==> config.mk <==
export PLATFORM = sky130hd
export DESIGN_NAME = rsz_div
export DESIGN_NICKNAME = d
export VERILOG_FILES = /design/src/rtl/core/rsz_div.sv
export SDC_FILE = /design/constraint.sdc
export NUM_CORES = 1
export LEC_CHECK = 0
export BUFFER_PORTS_ARGS = -buffer_cell sky130_fd_sc_hd__buf_2
export CAP_MARGIN = 40
export CORE_UTILIZATION = 58
export DETAILED_ROUTE_END_ITERATION = 8
export MAX_ROUTING_LAYER = met4
export PLACE_DENSITY = 0.85
export SYNTH_ARGS = -nofsm -noshare
export SYNTH_HDL_FRONTEND = slang
export SYNTH_SLANG_ARGS = --single-unit
export TNS_END_PERCENT = 1
==> constraint.sdc <==
create_clock -name clk -period 4.9 [get_ports clk]
set_clock_uncertainty 0.05 [all_clocks]
set_input_delay 0.245 -clock clk [delete_from_list [all_inputs] [get_ports clk]]
set_output_delay 0.245 -clock clk [all_outputs]
set_load 0.1 [all_outputs]
==> src/rtl/core/rsz_div.sv <==
// Restoring divider, one quotient bit per cycle, for the scale ratios.
module rsz_div #(
  parameter int DW = 25,
  parameter int VW = 13
) (
  input  logic          clk,
  input  logic          rst_n,
  input  logic          start,
  input  logic [DW-1:0] dividend,
  input  logic [VW-1:0] divisor,
  output logic          busy,
  output logic          done,
  output logic [DW-1:0] quotient
);

  localparam int CW = $clog2(DW + 1);

  logic          busy_r;
  logic          done_r;
  logic [CW-1:0] cnt_r;
  logic [DW-1:0] quo_r;
  logic [VW-1:0] rem_r;
  logic [VW-1:0] den_r;
  logic [VW:0]   trial;
  logic [VW:0]   diff;
  logic          take;

  assign trial = {rem_r, quo_r[DW-1]};
  assign take  = trial >= {1'b0, den_r};
  assign diff  = trial - {1'b0, den_r};

  always_ff @(posedge clk) begin
    if (!rst_n) begin
      busy_r <= 1'b0;
      done_r <= 1'b0;
      cnt_r  <= '0;
    end else begin
      done_r <= 1'b0;
      if (start) begin
        busy_r <= 1'b1;
        cnt_r  <= CW'(DW);
      end else if (busy_r) begin
        cnt_r <= cnt_r - CW'(1);
        if (cnt_r == CW'(1)) begin
          busy_r <= 1'b0;
          done_r <= 1'b1;
        end
      end
    end
  end

  always_ff @(posedge clk) begin
    if (start) begin
      quo_r <= dividend;
      rem_r <= '0;
      den_r <= divisor;
    end else if (busy_r) begin
      quo_r <= {quo_r[DW-2:0], take};
      rem_r <= take ? diff[VW-1:0] : trial[VW-1:0];
    end
  end

  assign busy     = busy_r;
  assign done     = done_r;
  assign quotient = quo_r;

endmodule

==> After elaboration in Yosys (flattened, before gate mapping) <==
Index checks and enable logic that the tools add are counted.
Widths: inputs -> output; s select.
{ "classes": {"addsub": 2, "magnitude_cmp": 1, "n_eq_ne": 1, "n_mux": 9, "bitwise": 2, "n_reduce_logical": 3} }
{ "op_table": {"columns": ["operator", "count"], "rows": [
  ["$mux 25", 2],
  ["$ge 14x13->1", 1],
  ["$mux 13", 1],
  ["$sub 13x13->13", 1],
  ["$mux 5", 2],
  ["$eq 5x1->1 const B", 1],
  ["$sub 5x1->5 const B", 1],
  ["$mux 1", 4],
  ["$reduce_or 3->1", 1],
  ["$not 1->1", 2],
  ["$reduce_bool 2->1", 1],
  ["$reduce_or 2->1", 1]
]} }
{ "word_totals": {"register_bits": 58, "in_bits": 41, "output_inout_bits": 27, "word_cells": 25} }

==> Longest topological paths before layout <==
{ "logic_depth": {"ltp_word": 4, "ltp_mapped": 12, "ltp_nobuf": 10} }

==> Worst setup path before layout <==
OpenSTA, ideal clock, no wires.
{ "synth_timing": {"path_type": "register to register", "start": "register quo_r[24], in the netlist quotient[24]", "end": "register quo_r[0], in the netlist quotient[0], data pin", "setup_ns": 0.260, "t_arrival_ns": 2.852, "t_required_ns": 4.590, "path_slack_ns": 1.738, "path_stages_with_launch": 12, "n_path_buf": 2, "period_less_slack_ns": 3.162, "cell_sequence": "edfxtp_1 -> inv_1 -> ha_1 -> inv_1 -> fa_1 -> a21o_1 -> a221oi_4 -> o21ai_2 -> a21o_1 -> buf_6 -> buf_2 -> mux2_2"} }
{ "synth_between": {"elab_chain_len": 3} }
{ "synth_rtl": {"columns": ["item", "line_no", "rtl"], "rows": [
  ["start: declaration", "21", "logic [DW-1:0] quo_r;"],
  ["start signal: assignment", "54", "quo_r <= dividend;"],
  ["start signal: assignment", "58", "quo_r <= {quo_r[DW-2:0], take};"],
  ["$ge 14x13->1", "29", "assign take = trial >= {1'b0, den_r};"],
  ["$mux 25", "57", "end else if (busy_r) begin"],
  ["$mux 25", "53", "if (start) begin"]
]} }
Every way passes these cells. The select of a mux whose other input is x is not followed.
A chain may end at the register's enable or synchronous reset.

==> Worst setup path after layout <==
{ "layout_timing": {"start": "register quo_r[24], in the netlist quotient[24]", "end": "register rem_r[0]"} }
{ "layout_between": {"elab_chain_len": 2, "word_cells_on_any_way": 3, "classes_between": "1 x add/sub; 1 x order compare; 1 x mux"} }
{ "layout_rtl": {"columns": ["item", "line_no", "rtl"], "rows": [
  ["$sub 13x13->13 or $ge 14x13->1 (tied branches)", "30, 29", null],
  ["$mux 13 *", "59", "rem_r <= take ? diff[VW-1:0] : trial[VW-1:0];"],
  ["end signal: assignment", "59", null],
  ["end: declaration", "22", "logic [VW-1:0] rem_r;"]
]} }
Every way passes the cells marked *; elsewhere a longest branch is shown, timed or not.

==> qor.yml <==
drive_gt1_share_pct: 34.4
via_count: 2273
hold_end: "den_r[5]"
hold_start: "divisor[5]"
finalCriticalPeriod_ns: 2.91
placed_cell_area_mm2: 0.00345
crit_fanout: 17
gp_congestion: 0.804
synth_flop_cell: "edfxtp_1"
syn_inst: 266
syn_avg_cell_area_um2: 11.5
layout_common_cells: "buf_2, edfxtp_1, mux2_2"
drt_iter0_drc: 118
clock.fmax_ghz: 0.344
yosys_warnings: 0
period_share_pct: 59.4
antennaDiodeCount: 0
cp-start-kind: "register"
hpwl_um: 4380
cp-end-kind: "register"
vias_per_cell: 5.54
clkSlewWorstSetupHoldPaths_ns: 0.08
slew_viol_final: 0
synth-edff-count: 38
area_growth_pct: 20.6
cts_tree: "yes"
cts_hold_buf: 0
ys_ff_latch: 58
stdcell_area_mm2: 0.00368
grt-ovfl-total: 0
wl_met1_um: 2750
cellLeakagePower_nw: 1.61
synth_cell_types: 48
die_h_um: 74.5
hold_viol_final: 0
worst_pin_slew_ns: 0.795
grtUsageTotal_pct: 25.8
met3_length_um: 268
cts_buffers: 9
rsz0062_at_grt: "no"
seq_area_frac_synth_pct: 50.6
initial_core_util_pct: 60.1
io_pins: 68
ant_nets: 0
mostFrequentLayoutCell: "buf_2"
crit_type: "reg -> reg"
ctsResizeCount: 0
wl_um: 6230
wl_per_cell_um: 15.2
worstReg2RegEnd: "rem_r[0]"
dr.pass1.iters: 4
portBuffers: 67
hold-path-cell-count: 1
topRoutingLayerUsed: "met4"
drc: 0
grt_max_degree: 52
clock_latency_ns: 0.34
fin_tns_setup_ns: 0
max_slew_margin_pct: 47.0
arrival_ns: 3.12
grt_pass1_wl_um: 10200
coreArea_mm2: 0.00507
p_total_w: 0.00153
worstPathRequired_ns: 5.11
wl_met2_um: 3060
h-tree-depth: 3
final_nets: 392
clock_sinks: 58
syn_area_mm2: 0.00305
hp-class: "in -> reg"
antenna_found_initial: 0
cts-root-buf: "clkbuf_8"
async_reset_ff_share_pct: 0
die-area_mm2: 0.00555
clockBufferDepth: 2
vdd_drop_max_uv: 270
maxCapViolations: 0
fillers: 364
ff2ff_setup_slack_ns: 1.99
grt_pass1_vias: 2363
reg2reg_from: "quotient[24]"
status: "finished clean"
fp.dieW_um: 74.5
row_count: 26
post_cts_buffers: 0
synth_nets: 323
setup_viol: 0
powerDensity_mw_per_mm2: 416
rr_worst_depth: 10
-- synth_stat cells, types with 2 or more instances --
cell | n | area, um^2
a211oi_1 | 7 | 52.6
a21o_1 | 6 | 45.0
a21oi_1 | 10 | 50.1
clkbuf_1 | 7 | 26.3
dfxtp_1 | 20 | 400
edfxtp_1 | 38 | 1140
ha_1 | 15 | 188
inv_1 | 19 | 71.3
mux2_2 | 25 | 282
mux2i_1 | 11 | 110
nand2_1 | 19 | 71.3
nand2b_1 | 7 | 43.8
nand3_1 | 2 | 10.0
nand4_1 | 2 | 12.5
nor2_1 | 22 | 82.6
nor2b_1 | 4 | 25.0
nor3_1 | 2 | 10.0
o211ai_1 | 2 | 15.0
o21ai_0 | 9 | 45.0
xnor2_1 | 3 | 26.3
xor2_1 | 9 | 78.8
-- metrics by stage --
step                      std cells  setup WS, ns  util [%]  hold WS [ns]
final                           410          1.99      72.5        0.0262
after global routing            410          1.81      72.5        0.0148
after CTS                       410          2.00      72.5        0.0139
after detailed placement        394          2.03      68.0         0.373
after global placement          393          2.12      67.5         0.373
after floorplan                 266          1.74         -         0.294
-- kinds of logic (layout without fill, tap and decap cells) --
logic type	after synthesis	count (layout)	synth area share, %
and+or+nand+nor	64	64	10.0
DFF	58	58	50.6
AOI/OAI and AO/OA	49	49	11.7
muxes	37	37	13.3
buffers and inverters	30	104	4.11
adders and majority gates	16	16	6.81
xor gates and xnor gates	12	12	3.45
-- registers in the layout, indices dropped and copies added (netlist names) --
register,cells
quotient,25
den_r,13
busy,1
done,1
rem_r,13
cnt_r,5
-- how the worst max path moves through the flow --
stage / slack, ns / endpoint / cells past startpoint / startpoint
2_1_floorplan: 1.74 / quotient[0] / 11 / quotient[24]
3_3_place_gp: 2.12 / rem_r[0] / 10 / quotient[24]
3_5_place_dp: 2.03 / rem_r[0] / 10 / quotient[24]
4_1_cts: 2.00 / rem_r[0] / 10 / quotient[24]
5_1_grt: 1.81 / rem_r[0] / 10 / quotient[24]
6_report: 1.99 / rem_r[0] / 10 / quotient[24]
-- report_power, final --
| part | total (W) | switching, W | internal, W |
|---|---|---|---|
| Combinational | 0.000425 | 0.000299 | 0.000126 |
| Clock | 0.000503 | 0.000214 | 0.000289 |
| Sequential | 0.000600 | 0.0000278 | 0.000572 |
| Total | 0.00153 | 0.000540 | 0.000988 |
-- worst max-delay path: stages, from the launching register on --
cell and delay [ns]:
edfxtp_1 0.38, inv_1 0.08, ha_1 0.16, inv_1 0.06, fa_1 0.39, a21o_1 0.24
a221oi_4 0.31, o21ai_2 0.09, a21o_1 0.45, mux2_4 0.42, a211oi_2 0.20
-- layer usage --
layer	up-vias	track usage (%)
li1	1100	-
met1	1088	29.6
met2	69	41.0
met3	16	5.83
met4	0	15.5
met5	-	-
-- area by class of cell --
cell class | count | area (um^2) | area share (%)
clock inverter | 7 | 101 | 2.76
inverter | 19 | 71.3 | 1.94
tap | 70 | 87.6 | 2.38
sequential | 58 | 1540 | 41.9
multi-input combinational | 178 | 1380 | 37.6
timing repair buffer | 69 | 370 | 10.1
clock buffer | 9 | 124 | 3.37
No activity file was read; power rests on OpenSTA's default activity.
