$ cat src/rtl/core/rsz_pkg.sv
// Shared types, constants and register codes for the bilinear resize block.
package rsz_pkg;

  localparam int DEF_MAX_SRC_WIDTH  = 512;
  localparam int DEF_MAX_SRC_HEIGHT = 512;
  localparam int DEF_FRAC_BITS      = 16;

  localparam int POS_W      = 12;
  localparam int CH_W       = 8;
  localparam int PIX_W      = 3 * CH_W;
  localparam int SRC_REG_W  = 10;
  localparam int DST_REG_W  = 13;
  localparam int SIZE_W     = 13;
  localparam int MAX_DST    = 4096;
  localparam int CFG_IDX_W  = 3;
  localparam int CFG_DATA_W = 13;
  localparam int FIFO_DEPTH = 4;

  localparam logic [CFG_IDX_W-1:0] REG_SRC_WIDTH  = 3'd0;
  localparam logic [CFG_IDX_W-1:0] REG_SRC_HEIGHT = 3'd1;
  localparam logic [CFG_IDX_W-1:0] REG_DST_WIDTH  = 3'd2;
  localparam logic [CFG_IDX_W-1:0] REG_DST_HEIGHT = 3'd3;

  typedef enum logic [0:0] {
    OP_LOAD = 1'b0,
    OP_REQ  = 1'b1
  } op_t;

  // Image sizes after clamping to their legal ranges.
  typedef struct packed {
    logic [SIZE_W-1:0] sw;
    logic [SIZE_W-1:0] sh;
    logic [SIZE_W-1:0] dw;
    logic [SIZE_W-1:0] dh;
  } sizes_t;

endpackage

$ cat src/rtl/core/rsz_front.sv
// Front end: classifies items, clamps request positions and maps them to the source.
module rsz_front #(
  parameter int MAX_SRC_WIDTH  = rsz_pkg::DEF_MAX_SRC_WIDTH,
  parameter int MAX_SRC_HEIGHT = rsz_pkg::DEF_MAX_SRC_HEIGHT,
  parameter int FRAC_BITS      = rsz_pkg::DEF_FRAC_BITS,
  localparam int SZB = $clog2(((MAX_SRC_WIDTH > MAX_SRC_HEIGHT) ?
                               MAX_SRC_WIDTH : MAX_SRC_HEIGHT) + 1),
  localparam int RW  = SZB + FRAC_BITS,
  localparam int SXW = RW + rsz_pkg::POS_W,
  localparam int EW  = 1 + 2 * rsz_pkg::POS_W + 2 * SXW + rsz_pkg::PIX_W
) (
  input  logic                        accept,
  input  logic                        req_type,
  input  logic [rsz_pkg::POS_W-1:0]   pos_x,
  input  logic [rsz_pkg::POS_W-1:0]   pos_y,
  input  logic [rsz_pkg::PIX_W-1:0]   rgb,
  input  rsz_pkg::sizes_t             sizes,
  input  logic [RW-1:0]               x_ratio,
  input  logic [RW-1:0]               y_ratio,
  output logic                        push,
  output logic [EW-1:0]               entry
);

  rsz_pkg::op_t              op;
  logic [rsz_pkg::POS_W-1:0] cx;
  logic [rsz_pkg::POS_W-1:0] cy;
  logic [rsz_pkg::POS_W-1:0] dwm1;
  logic [rsz_pkg::POS_W-1:0] dhm1;
  logic [SXW-1:0]            sx;
  logic [SXW-1:0]            sy;
  logic                      in_src;

  assign op   = req_type ? rsz_pkg::OP_REQ : rsz_pkg::OP_LOAD;
  assign dwm1 = rsz_pkg::POS_W'(sizes.dw - rsz_pkg::SIZE_W'(1));
  assign dhm1 = rsz_pkg::POS_W'(sizes.dh - rsz_pkg::SIZE_W'(1));

  always_comb begin
    if (op == rsz_pkg::OP_REQ) begin
      cx = (pos_x > dwm1) ? dwm1 : pos_x;
      cy = (pos_y > dhm1) ? dhm1 : pos_y;
    end else begin
      cx = pos_x;
      cy = pos_y;
    end
  end

  assign in_src = (rsz_pkg::SIZE_W'(pos_x) < sizes.sw) &&
                  (rsz_pkg::SIZE_W'(pos_y) < sizes.sh);

  assign sx = SXW'(x_ratio) * SXW'(cx);
  assign sy = SXW'(y_ratio) * SXW'(cy);

  // Loads that fall outside the source are dropped here.
  assign push  = accept && ((op == rsz_pkg::OP_REQ) || in_src);
  assign entry = {op, cx, cy, sx, sy, rgb};

endmodule

$ cat config.mk
export PLATFORM = sky130hd
export DESIGN_NAME = rsz_front
export DESIGN_NICKNAME = d
export VERILOG_FILES = /design/src/rtl/core/rsz_pkg.sv /design/src/rtl/core/rsz_front.sv
export SDC_FILE = /design/constraint.sdc
export NUM_CORES = 2
export LEC_CHECK = 0
export BUFFER_PORTS_ARGS = -buffer_cell sky130_fd_sc_hd__buf_4
export CORE_UTILIZATION = 51
export DETAILED_ROUTE_END_ITERATION = 16
export GPL_ROUTABILITY_DRIVEN = 0
export PLACE_DENSITY = 0.72
export SYNTH_ARGS = -nofsm -noshare
export SYNTH_HDL_FRONTEND = slang
export SYNTH_SLANG_ARGS = --single-unit
$ cat constraint.sdc
create_clock -name vclk -period 10.4
set_clock_uncertainty 0.15 [all_clocks]
set_input_delay 0.52 -clock vclk [all_inputs]
set_output_delay 0.52 -clock vclk [all_outputs]
set_load 0.005 [all_outputs]
Word-level counts from Yosys, hierarchy flattened
Cells that the tools add are included.
{"block": "op_classes", "addsub": 2, "mul": 2, "n_lt_le_gt_ge": 4, "muxes": 5, "reduce_logical": 3}
{"op": "26-bit by 12-bit multiplier with 38-bit output", "n": 2}
{"op": "12-bit 2-to-1 mux", "n": 4}
{"op": "12-bit by 13-bit less-than comparator with 1-bit output", "n": 2}
{"op": "12-bit > comparator", "n": 2}
{"op": "12-bit by 1-bit subtractor with 12-bit output (second input constant)", "n": 2}
{"op": "1-bit logical AND", "n": 2}
{"op": "1-bit logical OR", "n": 1}
{"op": "1-bit 2-to-1 mux", "n": 1}
{"block": "word_totals", "register_bits": 0, "out_inout_bits": 126, "word_cells": 16}

Logic depth before layout (Yosys ltp)
{"block": "logic_depth", "ltp_word": 5, "ltp_mapped": 35, "mapped_depth_nobuf": 32}

Least setup slack after synthesis
No wires, ideal clock.
{"block": "synth_timing", "kind": "input-to-output", "startpoint": "input sizes[19] (netlist name)", "endpoint": "output entry[89]", "t_arrival_ns": 7.812, "required_ns": 9.730, "path_slack_ns": 1.918, "stages": 31, "path_cell_list": "or4_1 -> nor3_1 -> nand2_1 -> xnor2_1 -> inv_1 -> ha_1 -> nand4_1 -> or2_1 -> a21oi_1 -> o221a_2 -> buf_6 -> mux2i_4 -> buf_2 -> nand2_1 -> fa_1 -> fa_1 -> inv_1 -> fa_1 -> fa_1 -> inv_1 -> fa_1 -> inv_1 -> ha_1 -> buf_6 -> a21o_1 -> a221oi_1 -> o21a_2 -> a21oi_2 -> o21ai_2 -> nor3_1 -> or4_1"}
{"block": "synth_between", "elab_chain_len": 5}
{"element": "from (decl)", "line_no": "rsz_front.sv:17", "rtl": "input rsz_pkg::sizes_t sizes,"}
{"element": "12-bit by 1-bit subtractor with 12-bit output *", "line_no": "rsz_front.sv:34", "rtl": "assign dwm1 = rsz_pkg::POS_W'(sizes.dw - rsz_pkg::SIZE_W'(1));"}
{"element": "12-bit > comparator", "line_no": "rsz_front.sv:39", "rtl": "cx = (pos_x > dwm1) ? dwm1 : pos_x;"}
{"element": "12-bit 2-to-1 mux *", "line_no": "rsz_front.sv:39"}
{"element": "12-bit 2-to-1 mux *", "line_no": "rsz_front.sv:38", "rtl": "if (op == rsz_pkg::OP_REQ) begin"}
{"element": "26-bit by 12-bit multiplier with 38-bit output *", "line_no": "rsz_front.sv:50", "rtl": "assign sx = SXW'(x_ratio) * SXW'(cx);"}
{"element": "to (decl)", "line_no": "rsz_front.sv:21", "rtl": "output logic [EW-1:0] entry"}
Mark *: on every way between the ends. The rest lies on a longest branch, timed or not.

Worst setup path in the final report
{"block": "layout_timing", "startpoint": "input sizes[19] (netlist name)", "endpoint": "output entry[95]"}
The elaborated chain is that of the path after synthesis.

==> impl_metrics.toml <==
[place]
port-buffer-count = 230
placement.cell_area_mm2 = 0.0239
place_hpwl_um = 46500
dp_slack_ns = 0.441

[setup_path]
crit_end_element = "output pin"
largest_stage_delay_worst_path_ns = 0.66
timing.critical_path.arrival_ns = 9.35
path_max_fanout = 16
critical-path-top-cell-by-count = "sky130_fd_sc_hd__fa_1"
cp.required_ns = 9.73
crit_path_top_delay_cell = "sky130_fd_sc_hd__mux2i_4"
critPathKind = "in2out"
timing.critical_path.from_type = "primary input"

[logic_synthesis]
synth-warning-count = 0
netlist-cell-type-count = 78
syn_std_cell_area_mm2 = 0.0221
synthesis.nets = 3479
synth_sequential_area_ratio_pct = 0
syn_area_per_cell_um2 = 8.34
syn-instance-count = 2645

[floorplan]
core_area_mm2 = 0.0423
die_w_um = 210
std_cell_rows = 75
chipHeight_um = 210
start_util_pct = 52.1
die_area_mm2 = 0.0441
i_o_pin_count = 280

[min_path]
worstHoldEndpoint = "entry[19]"
worst_hold_startpoint = "rgb[19]"
worstHoldPathCells = 0
worstHoldPathType = "in2out"

[cells_and_area]
areaGrowthSynthToFinish_pct = 8.50
nets = 3586
final_core_util_pct = 56.5
seq_cells = 0
final.clkbuf_count = 0
sequential_cell_area_um2 = 0
filler_cell_count = 3883
final_area_mm2 = 0.0239
post_route_cells_drive_above_1_share_pct = 10.9

[routing]
highest_layer = "met4"
detailroute.wirelength.met3_um = 3220
number_of_nets_with_antenna_violations_after_detailed_routing = 0
detail_route.drc_violations = 0
drt-wirelength-per-cell_um = 16.8
detailedRoute.firstIterationViolations = 931
via_per_inst = 5.42
met1Wirelength_um = 23600
firstDrtPassIters = 5
vias = 18000
route.final.wire_length_um = 55800
met2RoutedLength_um = 27300

[global_routing]
grt_first_pass_wirelength_um = 95500
gr-total-overflow = 0
grt_pass1_vias = 19800
grt_start_max_net_pins = 28
globalRouteTotalUtil_pct = 26.7
number_of_antenna_violations_at_the_first_check_in_global_routing = 2

[timing]
final_critical_path_setup_slack_ns = 0.375
maxSlewHeadroom_pct = 36.4
worst_pin_slew_ns = 0.933
setup_violations = 0
layout_min_cycle_time_ns = 10.02
finalHoldViolations = 0
timing_max_transition_violations_final = 0
max_clock_freq_ghz = 0.0998
final_period_util_pct = 96.4

[run]
max_cap_viol_count = 0

[outcome]
run_status = "complete, no violations"

[clock_tree]
ctsHoldBuffers = 0
[cells in the mapped netlist, drive strengths merged (4+ instances only)]
cell type	number	area share (%)
o21ai	48	1.1
a21o	54	1.8
nor3	21	0.50
o21a	10	0.35
o211ai	4	0.14
nor2	56	0.96
and4	4	0.16
nand2	483	8.2
fa	480	44
a21oi	74	1.7
and3	6	0.18
nor3b	4	0.16
inv	605	10
nand2b	10	0.28
xnor2	53	2.1
mux2	6	0.34
and2	185	5.2
a211oi	15	0.56
nand3	23	0.52
nor2b	6	0.17
nor4	4	0.14
nand4	21	0.60
a31oi	9	0.26
xor2	23	0.91
mux2i	21	2.0
o21bai	12	0.41
buf	77	2.4
ha	200	11
clkbuf	75	1.3
[per-stage QoR]
stage	hold slack (ns)	std cells	setup TNS (ns)
floorplan	0.971	2645	0
global placement	0.890	3324	0
detailed placement	0.890	3324	0
CTS	0.890	3324	0
global route	0.890	3329	-0.00611
finish	0.890	3329	0
[routing by layer]
metal  GRT usage (%)  vias to the layer above
met5               0                        -
met4            7.90                        0
met2            46.6                      622
met1            35.3                     9153
met3            2.37                      111
li1                -                     8146
[layout make-up]
cell class / instances / area (um2) / share of cell area (%)
inverters: 605 / 2270 / 9.49
diodes: 2 / 5.00 / 0.0209
well taps: 577 / 722 / 3.02
multi-input cells: 1889 / 19000 / 79.3
repair buffers: 256 / 1950 / 8.14
[worst max-delay path: cells and delay by family]
family,cells,cell delay (ns)
and+or+nand+nor,10,2.35
buffers and inverters,7,0.75
AOI/OAI and AO/OA,4,1.48
adders and majority gates,7,3.15
muxes,1,0.66
xor gates and xnor gates,2,0.41
[what timing repair did]
item / 4_1_cts / 5_1_grt
resized for setup: 0 / 2
buffers inserted: 0 / 2
endpoints found under the setup margin: 0 / 5
[placed cells by master (no fill, tap or decap), types with 18 or more instances in the layout]
cell type / instances
sky130_fd_sc_hd__o21ai_0: 37
sky130_fd_sc_hd__xnor2_1: 53
sky130_fd_sc_hd__xor2_1: 23
sky130_fd_sc_hd__mux2i_4: 18
sky130_fd_sc_hd__buf_4: 254
sky130_fd_sc_hd__nand3_1: 23
sky130_fd_sc_hd__fa_1: 480
sky130_fd_sc_hd__and2_1: 185
sky130_fd_sc_hd__nor2_1: 55
sky130_fd_sc_hd__inv_1: 605
sky130_fd_sc_hd__a21oi_1: 72
sky130_fd_sc_hd__a21o_1: 54
sky130_fd_sc_hd__nand4_1: 21
sky130_fd_sc_hd__nand2_1: 483
sky130_fd_sc_hd__nor3_1: 20
sky130_fd_sc_hd__ha_1: 200
[kinds of logic (layout without fill, tap and decap cells)]
kind of cell,Yosys count,after routing,synth area share [%]
adders and majority gates,680,680,54.9
muxes,27,28,2.31
other,0,2,0
buffers and inverters,757,861,14.0
and+or+nand+nor,840,840,17.7
AOI/OAI and AO/OA,265,265,7.96
xor gates and xnor gates,76,76,3.02
[worst max-delay path by stage]
| stage | end | from | slack, ns |
|---|---|---|---|
| floorplan | entry[89] | sizes[19] | 1.92 |
| global placement | entry[95] | sizes[19] | 0.64 |
| detailed placement | entry[95] | sizes[13] | 0.44 |
| CTS | entry[95] | sizes[13] | 0.39 |
| global route | entry[95] | sizes[19] | -0.006 |
| finish | entry[95] | sizes[19] | 0.38 |
Power is not shown: default switching activity piles up to over one toggle a cycle in this logic, so the estimate is an artifact.
