$ cat config.mk
export PLATFORM = sky130hd
export DESIGN_NAME = rsz_fifo
export DESIGN_NICKNAME = d
export VERILOG_FILES = /design/src/rtl/core/rsz_fifo.sv
export SDC_FILE = /design/constraint.sdc
export NUM_CORES = 1
export LEC_CHECK = 0
export BUFFER_PORTS_ARGS = -buffer_cell sky130_fd_sc_hd__clkbuf_2
export CORE_MARGIN = 4
export CORE_UTILIZATION = 51
export CTS_CLUSTER_DIAMETER = 150
export DETAILED_ROUTE_END_ITERATION = 7
export PLACE_DENSITY = 0.86
export SYNTH_ARGS = -nofsm -noshare
export SYNTH_HDL_FRONTEND = slang
export SYNTH_SLANG_ARGS = --single-unit
$ cat constraint.sdc
create_clock -name clk -period 2.6 [get_ports clk]
set_input_delay 0.13 -clock clk [delete_from_list [all_inputs] [get_ports clk]]
set_output_delay 0.13 -clock clk [all_outputs]
set_load 0.02 [all_outputs]
$ cat src/rtl/core/rsz_fifo.sv
// Short queue that decouples the front end from the back end.
module rsz_fifo #(
  parameter int W     = 64,
  parameter int DEPTH = 4
) (
  input  logic         clk,
  input  logic         rst_n,
  input  logic         push,
  input  logic [W-1:0] din,
  input  logic         pop,
  output logic [W-1:0] dout,
  output logic         empty,
  output logic         full
);

  localparam int PW = $clog2(DEPTH);

  logic [W-1:0]  mem_r [DEPTH];
  logic [PW-1:0] wptr_r;
  logic [PW-1:0] rptr_r;
  logic [PW:0]   cnt_r;
  logic [PW:0]   cnt_nxt;

  assign empty = cnt_r == '0;
  assign full  = cnt_r == (PW + 1)'(DEPTH);
  assign dout  = mem_r[rptr_r];

  always_comb begin
    cnt_nxt = cnt_r;
    if (push && !pop) begin
      cnt_nxt = cnt_r + (PW + 1)'(1);
    end else if (pop && !push) begin
      cnt_nxt = cnt_r - (PW + 1)'(1);
    end
  end

  always_ff @(posedge clk) begin
    if (!rst_n) begin
      wptr_r <= '0;
      rptr_r <= '0;
      cnt_r  <= '0;
    end else begin
      cnt_r <= cnt_nxt;
      if (push) begin
        wptr_r <= (wptr_r == PW'(DEPTH - 1)) ? '0 : wptr_r + PW'(1);
      end
      if (pop) begin
        rptr_r <= (rptr_r == PW'(DEPTH - 1)) ? '0 : rptr_r + PW'(1);
      end
    end
  end

  always_ff @(posedge clk) begin
    if (push) begin
      mem_r[wptr_r] <= din;
    end
  end

endmodule

Word level (Yosys, flattened, before mapping)
Memory sizes are Yosys's and may differ from the RTL's. A register that Yosys moved wholly into a read port is not among the register bits.
Index checks and enable logic that the tools add are counted.
{"block": "totals", "regBits": 7, "latchBits": 0, "ramBits": 256, "rom_bits": 0, "inputBits": 68, "out_inout_bits": 66, "word_cells": 25, "n_memories": 1}
{"block": "classes", "add_sub_neg": 4, "mul": 0, "div_mod_pow": 0, "n_lt_le_gt_ge": 0, "eq_ne": 3, "shifts": 0, "muxes": 8, "n_bitwise": 0, "reduce_logical": 6}
{"name": "mem_r", "words": 4, "word_bits": 64, "read_ports": 1, "rd_clocked_by_memory_dff": 1, "wr": 1, "line": "18", "source": "logic [W-1:0] mem_r [DEPTH];"}
{"op": "2-bit 2-to-1 mux", "count": 4}
{"op": "3-bit 2-to-1 mux", "count": 2}
{"op": "2-bit by 1-bit adder with 2-bit output (second input constant)", "count": 2}
{"op": "2-bit == test (second input constant)", "count": 2}
{"op": "3-bit by 1-bit adder with 3-bit output (second input constant)", "count": 1}
{"op": "3-bit == test (second input constant)", "count": 1}
{"op": "3-bit logical NOT", "count": 1}
{"op": "3-bit by 1-bit subtractor with 3-bit output (second input constant)", "count": 1}
{"op": "1-bit logical AND", "count": 2}
{"op": "1-bit logical NOT", "count": 2}
{"op": "1-bit 2-to-1 mux", "count": 2}
{"op": "2-bit nonzero test", "count": 1}

Depth between registers and ports, before layout
Gate-level depths: netlist of the first run.
{"block": "depth", "word_depth": 4, "ltp_mapped": 7, "depth_no_buf": 7}

Worst setup path before layout of the first run
Ideal clock, no wire load.
{"block": "synth_timing", "path_type": "register to register", "start": "register wptr_r[0]", "end": "memory mem_r[3][0] (enable)", "setup_ns": 0.428, "arrival_time_ns": 2.054, "t_required_ns": 2.172, "setup_slack_ns": 0.117, "stages_incl_launch_ff": 3, "n_path_buf": 0, "period_less_slack_ns": 2.483, "path_cell_list": "dfxtp_1 > ha_1 > and2_1"}
{"element": "start: declaration", "line": "19", "source": "logic [PW-1:0] wptr_r;"}
{"element": "start signal: assignment", "line": "45", "source": "wptr_r <= (wptr_r == PW'(DEPTH - 1)) ? '0 : wptr_r + PW'(1);"}
{"element": "end: declaration", "line": "18"}
No word-level cell before the write port.

==> results of run 1 <==
## power groups by stage
stage / clock network [mW] / logic [mW] / registers, mW
after floorplan: 0 / 0.604 / 5.02
after global placement: 0 / 0.871 / 5.05
after detailed placement: 0 / 0.900 / 5.07
after CTS: 3.59 / 0.983 / 4.98
after global routing: 3.77 / 1.04 / 4.99
final: 3.52 / 0.969 / 4.98
## what timing repair did
item / CTS / global route
hold endpoints to repair: 265 / 0
setup endpoints to repair: 0 / 0
resized for setup: 0 / 0
hold buffers: 66 / 0
## worst max-delay path by stage
stage                     startpoint  slack [ns]  cells after the start           to
after floorplan            wptr_r[0]        0.12                      2  mem_r[3][0]
after global placement      register        0.75                      3     dout[57]
after detailed placement    register        0.69                      3     dout[57]
after CTS                   register        0.14                      3     dout[57]
after global routing        register        0.07                      3     dout[57]
final                       register        0.24                      3     dout[57]
## through the flow
| stage | setup WS [ns] | power [mW] | util (%) | cell area [µm²] | hold slack [ns] |
|---|---|---|---|---|---|
| finish | 0.2410 | 9.466 | 64.99 | 12200 | 0.05770 |
| CTS | 0.1447 | 9.557 | 64.99 | 12200 | 0.03243 |
| floorplan | 0.1174 | 5.628 | - | 9768 | 0.2289 |
| global placement | 0.7538 | 5.918 | 57.16 | 10730 | 0.3449 |
| detailed placement | 0.6936 | 5.969 | 57.16 | 10730 | 0.3528 |
| global route | 0.06627 | 9.806 | 64.99 | 12200 | 0.07198 |
## final cells by class
| class | instances | area [µm²] | share of cell area, % |
|---|---|---|---|
| well taps | 234 | 292.8 | 2.400 |
| flip-flops and latches | 265 | 7875 | 64.57 |
| multi-input cells | 95 | 1729 | 14.18 |
| clock inverters | 13 | 113.9 | 0.9335 |
| inverters | 4 | 15.01 | 0.1231 |
| repair buffers | 214 | 1476 | 12.11 |
| clock buffers | 32 | 694.4 | 5.693 |
## cell usage after synthesis
library cell and n:
mux4_1 4, nor2_1 1, ha_1 6, and2_1 5, nor3_1 2, fa_1 1
buf_6 1, mux4_2 60, o21a_1 1, or3_1 1, a21boi_0 1, xor2_1 1
dfxtp_1 9, buf_2 6, buf_12 6, xnor2_1 1, edfxtp_1 256, clkbuf_2 1
inv_1 4, nor2b_1 5, mux2i_1 4, o21ai_0 1, nor3b_1 1
## worst register-to-register path: stages (launching register included)
cell and delay (ns):
dfxtp_1 0.35, inv_1 0.10, ha_1 0.15, and2_4 0.47, buf_4 0.40
## routing by layer
metal  part of all wire [%]  vias to the layer above  track usage, %
li1                       -                     2070               -
met1                     39                     2404           21.78
met2                     54                      146           32.04
met3                    4.9                       29           3.166
met4                    1.7                        0           4.280
met5                      0                        -               0
## flip-flops by register name (all words and copies together), names as in the netlist, named ones only
name and cells:
rptr_r 2, wptr_r 2, mem_r 256, cnt_r 3
## cells by family (layout without fill, tap and decap cells)
family / Yosys count / count (layout) / synth area share (%)
DFF: 265 / 265 / 80.54
muxes: 68 / 68 / 15.32
buffers and inverters: 18 / 263 / 1.857
and+or+nand+nor: 15 / 15 / 0.9223
adders and majority gates: 7 / 7 / 0.9735
AOI/OAI and AO/OA: 3 / 3 / 0.2050
xor gates and xnor gates: 2 / 2 / 0.1794
==> flow_summary.yaml, run 1 <==
outcome:
  status: "finished clean"
pwr:
  p_seq_share_pct: 52.6
  power_density_nw_per_um2: 776.1
  cellLeakagePower_nw: 4.237
  net-switching-power_mw: 2.063
  pwr-share-clk_pct: 37.2
  power_frac_comb_pct: 10.2
  p_int_mw: 7.403
  sw_frac_of_total_pct: 21.79
  peakVddDrop_mv: 0.5321
critical_path:
  crit-reg2reg-launch: "wptr_r[0]"
  cp-end-kind: "output pin"
  cp-start-kind: "register"
  cp_slowest_cell: "dfxtp_4"
  reg2reg_to: "mem_r[0][30]"
  critical-path-top-delay-family: "flip-flops"
  rr_worst_depth: 4
  r2r_setup_slack_ns: 0.79
  crit_required_ns: 2.47
  cp_cell_sequence: "buf_4 -> mux4_1 -> clkbuf_2"
  path_buf_inv: 2
  cp_max_fo: 20
  cp.arrival_ns: 2.23
  crit_type: "register to output pin"
  max_stage_delay_ns: 0.60
final_layout:
  fin_cells: 857
  nFillCells: 1266
  antenna_cells: 0
  final_nets: 681
  layout_commonest_cell: "edfxtp_1"
  syn_to_final_growth_pct: 24.86
  drive_above_1_share_pct: 39.97
  mostFrequentLayoutCells: "256 x edfxtp_1, 133 x clkbuf_2, 66 x dlygate4sd3_1, 60 x mux4_2, 27 x clkbuf_16"
routing:
  routedWlPerCell_um: 21.70
  remaining_drc_errors: 0
  routed_wl_um: 18600
  ant_nets: 0
  vias_per_cell: 5.425
  dr_total_vias: 4649
  dr.pass1.iters: 4
  initialDrtViolationCount: 227
clocking:
  cts_buffers: 26
  clk_pin_slew_ns: 0.06
  clk_latency_ns: 0.51
  cts_setup_buffers: 0
  clockRootBuffer: "clkbuf_16"
  cts_sinks: 265
  cts_buffer_depth: 3
  cts_tree: "done"
  cts_max_level: 1
floorplanning:
  die_y_um: 146.4
  die_w_um: 146.4
  core_area_um2: 18770
  initial_utilization_pct: 52.05
  dieArea_um2: 21430
  rows: 50
  io_pins: 134
yosys:
  ys_types: 23
  synthCells: 378
  synth_top_area_share_pct: 78.70
  synth_seq_cells: 265
  yosysSeqAreaShare_pct: 80.54
  synth_area_per_cell_um2: 25.84
  synth_area_leaders: "edfxtp_1 79%, mux4_2 14%, dfxtp_1 1.8%"
  synth_top_area_cell: "edfxtp_1"
  ys_warn_count: 0
  synth_area_um2: 9768
  synth_nets: 453
min_path:
  holdCritStartpoint: "push"
  hold_depth: 3
  hold_class: "input pin to register"
  holdPathEnd: "wptr_r[1]"
sta:
  period_needed_ns: 2.359
  fmax_mhz: 423.9
  period_share_pct: 90.73
  worst_pin_slew_ns: 0.5928
  slew_headroom_pct: 60.48
  drv_slew: 0
  fin_worst_skew_ns: 0.005975
  grt_setup_unrepaired: "false"
  hold_viol: 0
  setup_viol: 0
  tns_ns: 0
placed_design:
  place_inst: 746
  dp.final_hpwl_um: 11420
  port_buffers: 133
  gp_congestion: 0.6947
global_route:
  grt_max_degree: 38
  grt_overflow: 0
  grtUsageTotal_pct: 17.51
  grt_pass1_vias: 5281
  grt_pass1_wl_um: 29210
  antenna_found_initial: 0
flow_run:
  cap_violations: 0
Power figures use the tool's default switching activity.
==> run 2: changes to the inputs <==
--- a/config.mk
+++ b/config.mk
@@ -6,7 +6,7 @@
 export NUM_CORES = 1
 export LEC_CHECK = 0
 export BUFFER_PORTS_ARGS = -buffer_cell sky130_fd_sc_hd__clkbuf_2
-export CORE_MARGIN = 4
+export CORE_MARGIN = 10
 export CORE_UTILIZATION = 51
 export CTS_CLUSTER_DIAMETER = 150
 export DETAILED_ROUTE_END_ITERATION = 7
==> run 2 against run 1 <==
Against the previous run:
- register-to-register slack better by 0.07 ns
- global-route usage down 2.5 points
- final cell count unchanged
- clock-buffer cell count up 4
- critical path type unchanged
==> flow_summary.yaml, run 2 (synthesis gave the netlist of run 1 again) <==
outcome:
  status: "finished clean"
min_path:
  hold_depth: 3
  hold_class: "input pin to register"
  holdPathEnd: "wptr_r[1]"
  holdCritStartpoint: "push"
floorplanning:
  io_pins: 134
  rows: 50
  die_y_um: 158.4
  dieArea_um2: 25090
  core_area_um2: 18770
  die_w_um: 158.4
  initial_utilization_pct: 52.05
sta:
  fmax_mhz: 418.3
  period_needed_ns: 2.391
  grt_setup_unrepaired: "false"
  tns_ns: 0
  whs_ns: 0.04363
  setup_viol: 0
  slew_headroom_pct: 65.24
  worst_pin_slew_ns: 0.5215
  fin_worst_skew_ns: 0.008340
  hold_viol: 0
  drv_slew: 0
  period_share_pct: 91.95
routing:
  initialDrtViolationCount: 276
  ant_nets: 0
  routedWlPerCell_um: 21.55
  vias_per_cell: 5.431
  routed_wl_um: 18470
  remaining_drc_errors: 0
  dr.pass1.iters: 4
  dr_total_vias: 4654
global_route:
  grt_pass1_vias: 5333
  grt_pass1_wl_um: 29500
  antenna_found_initial: 2
  grtUsageTotal_pct: 15.05
  grt_max_degree: 49
  grt_overflow: 0
critical_path:
  cp-end-kind: "output pin"
  max_stage_delay_ns: 0.62
  cp-start-kind: "register"
  cp.arrival_ns: 2.26
  cp_cell_sequence: "buf_12 -> mux4_1 -> clkbuf_2"
  crit-reg2reg-launch: "wptr_r[0]"
  reg2reg_to: "mem_r[0][10]"
  r2r_setup_slack_ns: 0.86
  cp_slowest_cell: "dfxtp_4"
  cp_max_fo: 30
  crit_required_ns: 2.47
  crit_type: "register to output pin"
  rr_worst_depth: 4
pwr:
  peakVddDrop_mv: 0.5994
  p_total_mw: 9.332
  cellLeakagePower_nw: 4.204
  power_density_nw_per_um2: 767.8
clocking:
  cts_buffer_depth: 3
  cts_setup_buffers: 0
  clockRootBuffer: "clkbuf_16"
  cts_buffers: 26
  post_cts_resized: 0
  cts_tree: "done"
  clk_latency_ns: 0.50
  cts_max_level: 1
  clk_pin_slew_ns: 0.06
  cts_sinks: 265
final_layout:
  largest_register_ffs: 256
  mostFrequentLayoutCells: "256 x edfxtp_1, 133 x clkbuf_2, 66 x dlygate4sd3_1, 60 x mux4_2, 27 x clkbuf_16"
  largest_register: "mem_r"
  nFillCells: 1204
  drive_above_1_share_pct: 38.49
  fin_cells: 857
  final_nets: 677
  syn_to_final_growth_pct: 24.43
  layout_commonest_cell: "edfxtp_1"
  reg.largest.list: "mem_r (256), cnt_r (3)"
placed_design:
  gp_congestion: 0.7019
  place_inst: 742
  port_buffers: 133
  dp.final_hpwl_um: 11360
flow_run:
  cap_violations: 0
[run 2: worst max-delay path by stage]
stage	depth (start not counted)	end	start	slack, ns
after floorplan	2	mem_r[3][0]	wptr_r[0]	0.12
after CTS	3	dout[19]	register	0.12
after global placement	3	dout[20]	register	0.71
after global routing	3	dout[56]	register	0.03
after detailed placement	3	dout[23]	register	0.67
final	3	dout[56]	register	0.21
[run 2: worst max-delay path: cells and delay by family (launching register included)]
| kind | cells | cell delay (ns) |
|---|---|---|
| flops | 1 | 0.62 |
| mux | 1 | 0.62 |
| buf+inv | 2 | 0.50 |
[run 2: cell type report]
class / count / area (µm²) / share of cell area [%]
antenna: 2 / 5.005 / 0.04118
clock buffer: 36 / 709.4 / 5.837
clock inverter: 11 / 68.82 / 0.5662
inverter: 4 / 15.01 / 0.1235
multi-input combinational: 95 / 1729 / 14.23
sequential: 265 / 7875 / 64.79
tap: 234 / 292.8 / 2.409
timing repair buffer: 210 / 1459 / 12.00
[run 2: metrics by stage]
step	instance area [µm²]	utilization (%)	setup slack [ns]
floorplan	9768	-	0.1174
global placement	10710	57.07	0.7069
detailed placement	10710	57.07	0.6749
CTS	12150	64.73	0.1215
global route	12150	64.76	0.03157
finish	12150	64.76	0.2093
[run 2: metal layers]
metal | GRT usage, % | share of wire, % | vias to the layer above | wire, µm
met5 | 0 | 0 | - | 0
met4 | 3.529 | 1.6 | 0 | 294
met3 | 3.616 | 6.3 | 30 | 1155
met2 | 26.35 | 52 | 136 | 9655
met1 | 18.54 | 40 | 2411 | 7366
li1 | - | - | 2077 | -
[run 2: power by group]
part | total (mW) | switching (mW) | internal (mW) | leakage (nW)
clock network | 3.39 | 1.40 | 1.99 | 0.376
logic | 0.975 | 0.544 | 0.431 | 1.40
registers | 4.97 | 0.0779 | 4.89 | 2.43
total | 9.33 | 2.02 | 7.31 | 4.20
[run 2: repair_timing]
action / in CTS / in global routing
hold buffers: 66 / 0
endpoints found under the hold margin: 265 / 0
setup endpoints to repair: 0 / 0
